`src/rtl/lcso_pkg.sv`:
```
`default_nettype none

package lcso_pkg;

  // Generator constants: state = state * LCG_MUL + LCG_ADD, modulo 2^32.
  localparam logic [31:0] LCG_MUL = 32'd1103515245;
  localparam logic [31:0] LCG_ADD = 32'd12345;
  localparam logic [31:0] LCG_RESET = 32'd1;

  typedef enum logic [1:0] {
    ST_IDLE,
    ST_SITE,
    ST_RUN
  } state_t;

  // Control from the sequencer to the generator.
  typedef struct packed {
    logic step;
    logic seed;
  } lcg_ctrl_t;

  // Base64 alphabet lookup: A-Z a-z 0-9 + /
  function automatic logic [6:0] b64_char(input logic [5:0] idx);
    logic [6:0] idx7;
    idx7 = {1'b0, idx};
    if (idx < 6'd26) begin
      b64_char = 7'd65 + idx7;
    end else if (idx < 6'd52) begin
      b64_char = 7'd71 + idx7;
    end else if (idx < 6'd62) begin
      b64_char = idx7 - 7'd4;
    end else if (idx == 6'd62) begin
      b64_char = 7'd43;
    end else begin
      b64_char = 7'd47;
    end
  endfunction

endpackage

`default_nettype wire

```
`src/rtl/lcso_lcg.sv`:
```
`default_nettype none

module lcso_lcg (
  input  wire logic               clk,
  input  wire logic               rst,
  input  wire lcso_pkg::lcg_ctrl_t ctrl,
  input  wire logic [7:0]         seed_val,
  output logic      [5:0]         draw6
);
  import lcso_pkg::*;

  logic [31:0] lcg_state;
  logic [31:0] operand;
  logic [31:0] lcg_state_next;

  // When seeding, the character replaces the state before the step.
  always_comb begin
    operand        = ctrl.seed ? {24'd0, seed_val} : lcg_state;
    lcg_state_next = operand * LCG_MUL + LCG_ADD;
  end

  // Only the low six bits of the draw (state bits 21..16) matter downstream.
  assign draw6 = lcg_state_next[21:16];

  always_ff @(posedge clk) begin
    if (rst) begin
      lcg_state <= LCG_RESET;
    end else if (ctrl.step) begin
      lcg_state <= lcg_state_next;
    end
  end

endmodule

`default_nettype wire

```
`src/rtl/lcg_seeded_char_obfuscator_unit.sv`:
```
`default_nettype none

// Byte obfuscator: each input item (one byte, or a padding group) becomes
// sixteen base64 characters, delivered as four output items of four
// characters each, with last set on the fourth.
// Input channel: in_valid/in_ready carrying start_req, pad and char_code.
// start_req clears the group position before the item is processed.
// Output channel: out_valid/out_ready carrying c0..c3 and last.
// A single multiply-add generator unit takes one step per cycle under a
// small sequencer, except while it is idle or holds for a stalled receiver.
// A real character costs one site draw plus sixteen character draws; a
// padding group skips the site draw. in_ready is high only while the
// sequencer is idle, so the next item is not taken until the last quad
// of the current one has been built.
// If the receiver stalls, the sequencer holds before the fourth character
// of the next quad until the output register is free, so nothing is lost.
// Synchronous reset sets the generator state to 1, clears the group
// position and empties the output register.
module lcg_seeded_char_obfuscator_unit (
  input  wire logic       clk,
  input  wire logic       rst,
  input  wire logic       in_valid,
  output logic            in_ready,
  input  wire logic       start_req,
  input  wire logic       pad,
  input  wire logic [7:0] char_code,
  output logic            out_valid,
  input  wire logic       out_ready,
  output logic      [6:0] c0,
  output logic      [6:0] c1,
  output logic      [6:0] c2,
  output logic      [6:0] c3,
  output logic            last
);
  import lcso_pkg::*;

  state_t      state;
  state_t      state_next;
  lcg_ctrl_t   lcg_ctrl;

  // Item context captured at acceptance.
  logic        pad_reg;
  logic [7:0]  char_reg;
  logic [1:0]  group_pos;

  // Sequencer counters: quad and character within the quad.
  logic [1:0]  q;
  logic [1:0]  m;
  logic [1:0]  site;
  logic        site_en;

  // Characters of the quad being built.
  logic [6:0]  buf0;
  logic [6:0]  buf1;
  logic [6:0]  buf2;

  logic [5:0]  draw6;
  logic [5:0]  offset;
  logic [5:0]  offset_prod;
  logic [5:0]  idx;
  logic [6:0]  ch_now;
  logic        at_site;
  logic        run_go;
  logic        quad_done;
  logic        item_done;
  logic        accept;

  lcso_lcg u_lcg (
    .clk      (clk),
    .rst      (rst),
    .ctrl     (lcg_ctrl),
    .seed_val (char_reg),
    .draw6    (draw6)
  );

  assign accept = in_valid && in_ready;

  // The offset 16*group + 4*q + 1 only matters modulo 64, so it is simply
  // the group position, the quad and a low one packed together. At the
  // site quad it is zero. The product is kept modulo 64 as well.
  always_comb begin
    at_site     = site_en && (q == site);
    offset      = at_site ? 6'd0 : {group_pos, q, 2'b01};
    offset_prod = offset * ({4'd0, m} + 6'd1);
    idx         = draw6 + offset_prod;
    ch_now      = b64_char(idx);
  end

  // A quad completes on its fourth character; that step may only happen
  // when the output register can take the quad in the same edge.
  always_comb begin
    quad_done = (m == 2'd3);
    run_go    = (state == ST_RUN) && (!quad_done || !out_valid || out_ready);
    item_done = run_go && quad_done && (q == 2'd3);
  end

  // Next-state logic.
  always_comb begin
    state_next = state;
    case (state)
      ST_IDLE: begin
        if (accept) begin
          state_next = pad ? ST_RUN : ST_SITE;
        end
      end
      ST_SITE: begin
        state_next = ST_RUN;
      end
      ST_RUN: begin
        if (item_done) begin
          state_next = ST_IDLE;
        end
      end
      default: begin
        state_next = ST_IDLE;
      end
    endcase
  end

  // Sequencer outputs.
  always_comb begin
    in_ready      = 1'b0;
    lcg_ctrl.step = 1'b0;
    lcg_ctrl.seed = 1'b0;
    case (state)
      ST_IDLE: begin
        in_ready = 1'b1;
      end
      ST_SITE: begin
        lcg_ctrl.step = 1'b1;
      end
      ST_RUN: begin
        lcg_ctrl.step = run_go;
        lcg_ctrl.seed = run_go && at_site && (m == 2'd0);
      end
      default: begin
        in_ready = 1'b0;
      end
    endcase
  end

  always_ff @(posedge clk) begin
    if (rst) begin
      state <= ST_IDLE;
    end else begin
      state <= state_next;
    end
  end

  // Control registers.
  always_ff @(posedge clk) begin
    if (rst) begin
      group_pos <= 2'd0;
      q         <= 2'd0;
      m         <= 2'd0;
      site_en   <= 1'b0;
      site      <= 2'd0;
      out_valid <= 1'b0;
    end else begin
      if (accept) begin
        if (start_req) begin
          group_pos <= 2'd0;
        end
        q       <= 2'd0;
        m       <= 2'd0;
        site_en <= 1'b0;
      end
      if (state == ST_SITE) begin
        site    <= draw6[1:0];
        site_en <= !pad_reg;
      end
      if (run_go) begin
        m <= m + 2'd1;
        if (quad_done) begin
          q <= q + 2'd1;
        end
      end
      if (item_done) begin
        group_pos <= group_pos + 2'd1;
      end
      if (run_go && quad_done) begin
        out_valid <= 1'b1;
      end else if (out_ready) begin
        out_valid <= 1'b0;
      end
    end
  end

  // Payload registers.
  always_ff @(posedge clk) begin
    if (accept) begin
      pad_reg  <= pad;
      char_reg <= char_code;
    end
    if (run_go) begin
      case (m)
        2'd0: begin
          buf0 <= ch_now;
        end
        2'd1: begin
          buf1 <= ch_now;
        end
        2'd2: begin
          buf2 <= ch_now;
        end
        default: begin
          c0   <= buf0;
          c1   <= buf1;
          c2   <= buf2;
          c3   <= ch_now;
          last <= (q == 2'd3);
        end
      endcase
    end
  end

endmodule

`default_nettype wire

```
`config.mk`:
```
export PLATFORM = sky130hd
export DESIGN_NAME = lcg_seeded_char_obfuscator_unit
export DESIGN_NICKNAME = d
export VERILOG_FILES = /design/src/rtl/lcso_pkg.sv /design/src/rtl/lcso_lcg.sv /design/src/rtl/lcg_seeded_char_obfuscator_unit.sv
export SDC_FILE = /design/constraint.sdc
export NUM_CORES = 1
export LEC_CHECK = 0
export BUFFER_PORTS_ARGS = -buffer_cell sky130_fd_sc_hd__buf_2
export CAP_MARGIN = 20
export CORE_ASPECT_RATIO = 0.9
export CORE_MARGIN = 3
export CORE_UTILIZATION = 63
export CTS_CLUSTER_SIZE = 8
export DETAILED_ROUTE_END_ITERATION = 10
export PLACE_DENSITY = 0.82
export SYNTH_ARGS = -nofsm -noshare
export SYNTH_HDL_FRONTEND = slang
export SYNTH_SLANG_ARGS = --single-unit
```
`constraint.sdc`:
```
create_clock -name clk -period 10.75 [get_ports clk]
set_input_delay 0.5375 -clock clk [delete_from_list [all_inputs] [get_ports clk]]
set_output_delay 0.5375 -clock clk [all_outputs]
set_load 0.02 [all_outputs]
```
* Word-level counts from Yosys, hierarchy flattened
Cells that the tools add are included.
** Storage, ports and cells
- Flip-flop bits (word level) :: 103
- Input bits :: 14
- Output and inout port bits :: 31
- Logic and storage cells :: 94
** Cells by class
- Magnitude comparators :: 3
- $add $sub $neg :: 9
- $mul :: 2
- Multiplexer cells :: 25
- Reductions and logical operators :: 26
- Bitwise operators :: 1
- Equality and inequality tests :: 10
** Operators with widths (number)
- 32-bit by 14-bit adder with 32-bit output (second input constant) :: 1
- 32-bit by 31-bit multiplier with 32-bit output (second input constant) :: 1
- 32-bit two-way mux :: 1
- 2-bit two-way mux :: 11
- 7-bit two-way mux :: 3
- 7-bit by 6-bit adder with 7-bit output (first input constant) :: 2
- 6-bit less-than comparator (second input constant) :: 2
- 2-bit AND reduction :: 6
- 2-bit nonzero test :: 5
- 2-bit equality test (second input constant) :: 4
- 1-bit logical AND :: 7
- 6-bit by 3-bit subtractor with 7-bit output (second input constant) :: 1
- 2-bit by 1-bit adder with 2-bit output (second input constant) :: 3
- 6-bit adder :: 1
- 6-bit equality test (second input constant) :: 1
- 6-bit by 5-bit less-than comparator with 1-bit output (second input constant) :: 1
- 6-bit by 3-bit multiplier with 6-bit output :: 1
- 1-bit two-way mux :: 6
- 6-bit two-way mux :: 1
- 2-bit one-hot mux with 3 select lines :: 1
- 2-bit by 1-bit equality test with 1-bit output (second input constant) :: 2
- 2-bit zero test :: 2
- 2-bit != test (second input constant) :: 2
- 2-bit by 1-bit adder with 3-bit output (second input constant) :: 1
- 7 further kinds :: 10

* Depth between registers and ports, before layout
- Word-level depth :: 17
- Depth in mapped cells :: 42

* By module
A second synthesis with hierarchy kept.
** Unflattened totals
- Cells, all modules :: 857
- Area total of the unflattened synthesis :: 8898.5 um^2
** Modules (own cells, without submodules)
- lcso_lcg :: area an instance 5709.2 um^2, instances 1, seq. area each 440.4 um^2, cells each 622
- lcg_seeded_char_obfuscator_unit :: area an instance 3189.3 um^2, instances 1, seq. area each 2011.9 um^2, cells each 235

* Worst setup path before layout
No wires, ideal clock.
- Path type :: register to register
- Start :: register state[0]
- End :: register buf0[3], data pin
- Stages on the path, launching flop included :: 42
- Setup slack :: 1.138 ns
- Data arrival time :: 9.327 ns
- Path buffers :: 2
- Required time :: 10.465 ns
- Library setup time :: 0.285 ns
- Period minus slack after synthesis :: 9.612 ns
- Cell sequence :: dfxtp_1 > inv_1 > ha_1 > nand3_1 > and4bb_1 > buf_6 > mux2i_1 > inv_1 > ha_1 > xor2_1 > ha_1 > fa_1 > inv_1 > fa_1 > inv_1 > ha_1 > inv_1 > fa_1 > [... 6 more ...] > a21o_1 > a31oi_1 > o21ai_0 > o41ai_1 > o21bai_1 > a21oi_1 > xnor2_1 > fa_1 > ha_1 > xnor2_1 > ha_1 > a21oi_1 > nor2b_1 > clkbuf_1 > a21oi_1 > nor3b_1 > a311oi_1 > nand3_1
** Between the ends
- Cells in the longest elaborated chain, start to end :: 13
** Ends and longest elaborated chain
- start: declaration :: line lcg_seeded_char_obfuscator_unit.sv:37 : state_t state;
- start signal: assignment :: line lcg_seeded_char_obfuscator_unit.sv:146 : state <= state_next;
- 2-bit equality test (*) :: line lcg_seeded_char_obfuscator_unit.sv:93, lcg_seeded_char_obfuscator_unit.sv:125
- 1-bit logical AND :: line lcg_seeded_char_obfuscator_unit.sv:93 : run_go = (state == ST_RUN) && (!quad_done || !out_valid || out_ready);
- 1-bit logical AND (2 in series) :: line lcg_seeded_char_obfuscator_unit.sv:134 : lcg_ctrl.seed = run_go && at_site && (m == 2'd0);
- 1-bit two-way mux (*) :: line lcg_seeded_char_obfuscator_unit.sv:125 : case (state)
- 32-bit two-way mux (*) :: line lcso_lcg.sv:18 : operand = ctrl.seed ? {24'd0, seed_val} : lcg_state;
- 32-bit by 31-bit multiplier with 32-bit output (*) :: line lcso_lcg.sv:19 : lcg_state_next = operand * LCG_MUL + LCG_ADD;
- 32-bit by 14-bit adder with 32-bit output (*) :: line lcso_lcg.sv:19
- via draw6[3] :: line lcg_seeded_char_obfuscator_unit.sv:57 : logic [5:0] draw6;
- 6-bit adder (*) :: line lcg_seeded_char_obfuscator_unit.sv:85 : idx = draw6 + offset_prod;
- 6-bit by 3-bit subtractor with 7-bit output or 6-bit less-than comparator (tied branches) :: line lcso_pkg.sv:31, lcso_pkg.sv:30
- 7-bit two-way mux :: line lcso_pkg.sv:30 : end else if (idx < 6'd62) begin
- 7-bit two-way mux :: line lcso_pkg.sv:28 : end else if (idx < 6'd52) begin
- 7-bit two-way mux (*) :: line lcso_pkg.sv:26 : if (idx < 6'd26) begin
- via ch_now[3] :: line lcg_seeded_char_obfuscator_unit.sv:61 : logic [6:0] ch_now;
- end signal: assignment :: line lcg_seeded_char_obfuscator_unit.sv:198 : buf0 <= ch_now;
- end: declaration :: line lcg_seeded_char_obfuscator_unit.sv:53 : logic [6:0] buf0;
Mark *: on every way through the listed nets, which the timed path passes. The rest lies on a longest branch.
A chain may end at the register's enable or synchronous reset.

* Final worst setup path
Same ends and word-level chain as after synthesis.

==> flow_summary.ini <==
[sta]
period_minus_slack_ns = 10.26
rsz0062_at_grt = true
slew_violations = 0
finalSetupTns_ns = 0
hold_viol = 0
clock.fmax_mhz = 97.42
finClkSkew_ns = 0.01096
relSlewSlack_pct = 53.16
min_period_over_period_pct = 95.49
setup_viol = 0
worst_slew_pin_slew_ns = 0.7026

[logic_synthesis]
syn_nets = 1132
syn_inst = 893
synth_top_area_share_pct = 20.02
synth_area_sq_um = 8876
synth-seq-cells = 93
synth_edf_count = 59
ys_seq_area_share_pct = 27.63
synth_area_leader_cell = ha_1
synth_ff_type = edfxtp_1
synth.distinct_cells = 55
ys_warn_count = 0
async_flop_share_pct = 0
synthTopCellsByArea = ha_1 (20%), edfxtp_1 (20%), fa_1 (19%)
syn_area_per_cell_sq_um = 9.940

[critical_path]
path_buf_inv = 9
cp_data_required_time_ns = 10.81
cp.depth = 39
worst-path-max-fanout = 10
rr_startpoint = state[0]
cp_common_cell = inv_1
r2r-end = buf0[3]
slowest_stage = fa_1
cp-startpoint = state[0]
critPathMaxStageDelay_ns = 0.52
crit_arrival_ns = 10.32
critPathTopFamily = adder cells
worstSetupPathType = reg2reg
worstSetupStartpointType = flip-flop
cp-end-kind = flip-flop
rrSetupSlack_ns = 0.49
reg2regPathDepth = 39
critPathCapture = buf0[3]

[layout]
final_cell_mix = inv_1 (209), ha_1 (142), nand2_1 (84), fa_1 (83), edfxtp_1 (59)
largest_reg_flops = 22
post-route-util_pct = 71.53
final_common_cell = inv_1
finish.instance_area_sq_um = 9702
n_fill_cell = 957
layout-drive-gt1-share_pct = 9.874
area_growth_pct = 9.304
nets = 1186
insertedDiodeCount = 0

[global_routing]
grt_first_pass_wirelength_mm = 31.48
grt_overflow_total = 0
grt_pass1_vias = 6321
grt_max_degree = 37
antenna_found_initial = 1
grt_usage_pct = 25.58

[route]
drtPass1Iterations = 5
drt_iter0_drc = 512
drcViolationCount = 0
antenna_left = 0
vias_per_cell = 5.465
vias = 6235
totalWireLength_mm = 19.21
wl_per_cell_um = 16.83

[clock_tree]
clk_pin_slew_ns = 0.07
clockRootBuffer = clkbuf_16
cts_hold_buf = 0
cts_buffer_depth = 2
cts_max_level = 3
tritoncts = done
clock_latency_ns = 0.35
cts_buffers = 9
clock-sinks = 93

[placed_design]
place_area_sq_um = 9351
port_buffers = 44
hpwl_mm = 15.92
place_congestion = 0.9800

[floorplan]
start_util_pct = 65.44
ioPinCount = 45
row_count = 40
fp.dieH_um = 118.6
core-area_sq_um = 13560
dieArea_sq_um = 15550
die_w_um = 131.1

[min_path]
hold_path.class = in2reg

[status]
status = completed

[run]
drv_cap = 0
## worst reg2reg max path: cells and delay by family, from the launching register on
family / cells / cell delay [ns]
adder cells (fa/ha/maj): 13 / 5.24
AO/OA/AOI/OAI: 9 / 1.62
AND/OR/NAND/NOR: 5 / 1.26
buffers and inverters: 9 / 0.73
XOR/XNOR: 2 / 0.47
multiplexers: 1 / 0.33
flip-flops: 1 / 0.31
## synth_stat cells, types with 2 or more instances
library cell and number:
nand2_1 84, o21ai_0 11, nand3b_1 5, ha_1 142
o221ai_1 2, edfxtp_1 59, or2_2 2, o21bai_1 2
a211oi_1 6, o41ai_1 2, nor3_1 7, o21a_1 7
xnor2_1 41, clkbuf_1 13, a21o_1 12, nand3_1 12
buf_6 2, a31oi_1 5, and2_1 7, o21ai_1 2
or3_1 4, inv_1 209, and3_1 5, xor2_1 6
fa_1 83, nand2b_1 3, nor3b_1 3, dfxtp_1 34
nor2b_1 13, mux2i_1 10, nor2_1 31, a21oi_1 46
## cells by family (layout without fill, tap and decap cells)
group / after synthesis / after routing / synth area share [%]
mux: 11 / 11 / 1.255
buf+inv: 225 / 284 / 9.684
xor+xnor: 49 / 49 / 5.159
fa+ha+maj: 225 / 225 / 38.74
compound gates: 111 / 111 / 8.134
simple gates: 179 / 179 / 9.402
flops: 93 / 93 / 27.63
## layer usage
layer / part of all wire, % / track usage [%] / vias to the layer above / wire (um)
li1: - / - / 2999 / -
met1: 45 / 35.04 / 2992 / 8642
met2: 46 / 41.22 / 215 / 8787
met3: 7.4 / 6.894 / 27 / 1420
met4: 1.6 / 5.577 / 2 / 298
met5: 0.30 / 0 / - / 57
## per-stage QoR
stage	setup WS, ns	instances	hold WS [ns]
2_1_floorplan	1.138	893	0.4003
3_3_place_gp	0.5489	1122	0.4025
3_5_place_dp	0.2226	1122	0.4045
4_1_cts	0.2451	1138	0.3572
5_1_grt	-0.06180	1141	0.3523
6_report	0.4851	1141	0.3672
## layout make-up
| cell class | instances | area (sq um) | area share, % |
|---|---|---|---|
| timing repair buffer | 59 | 336.6 | 3.469 |
| multi-input combinational | 575 | 5618 | 57.91 |
| sequential | 93 | 2452 | 25.28 |
| inverter | 209 | 784.5 | 8.086 |
| tap | 189 | 236.5 | 2.437 |
| clock inverter | 6 | 45.04 | 0.4643 |
| clock buffer | 10 | 229.0 | 2.360 |
## how the worst min path moves through the flow
stage,from,endpoint,slack (ns),cells after the start
2_1_floorplan,buf0[0],c0[0],0.40,0
3_3_place_gp,buf2[4],c2[4],0.40,0
3_5_place_dp,buf0[2],c0[2],0.40,0
4_1_cts,char_code[5],char_reg[5],0.36,1
5_1_grt,char_code[0],char_reg[0],0.35,1
6_report,char_code[1],char_reg[1],0.37,1
## repair_timing
action | in CTS | in global routing
resized for setup | 0 | 11
buffers inserted | 0 | 2
endpoints found under the setup margin | 0 | 24
Power is left out: the tool's default activity adds up to more than one toggle a clock period on the data nets, which glitch-free logic cannot reach.
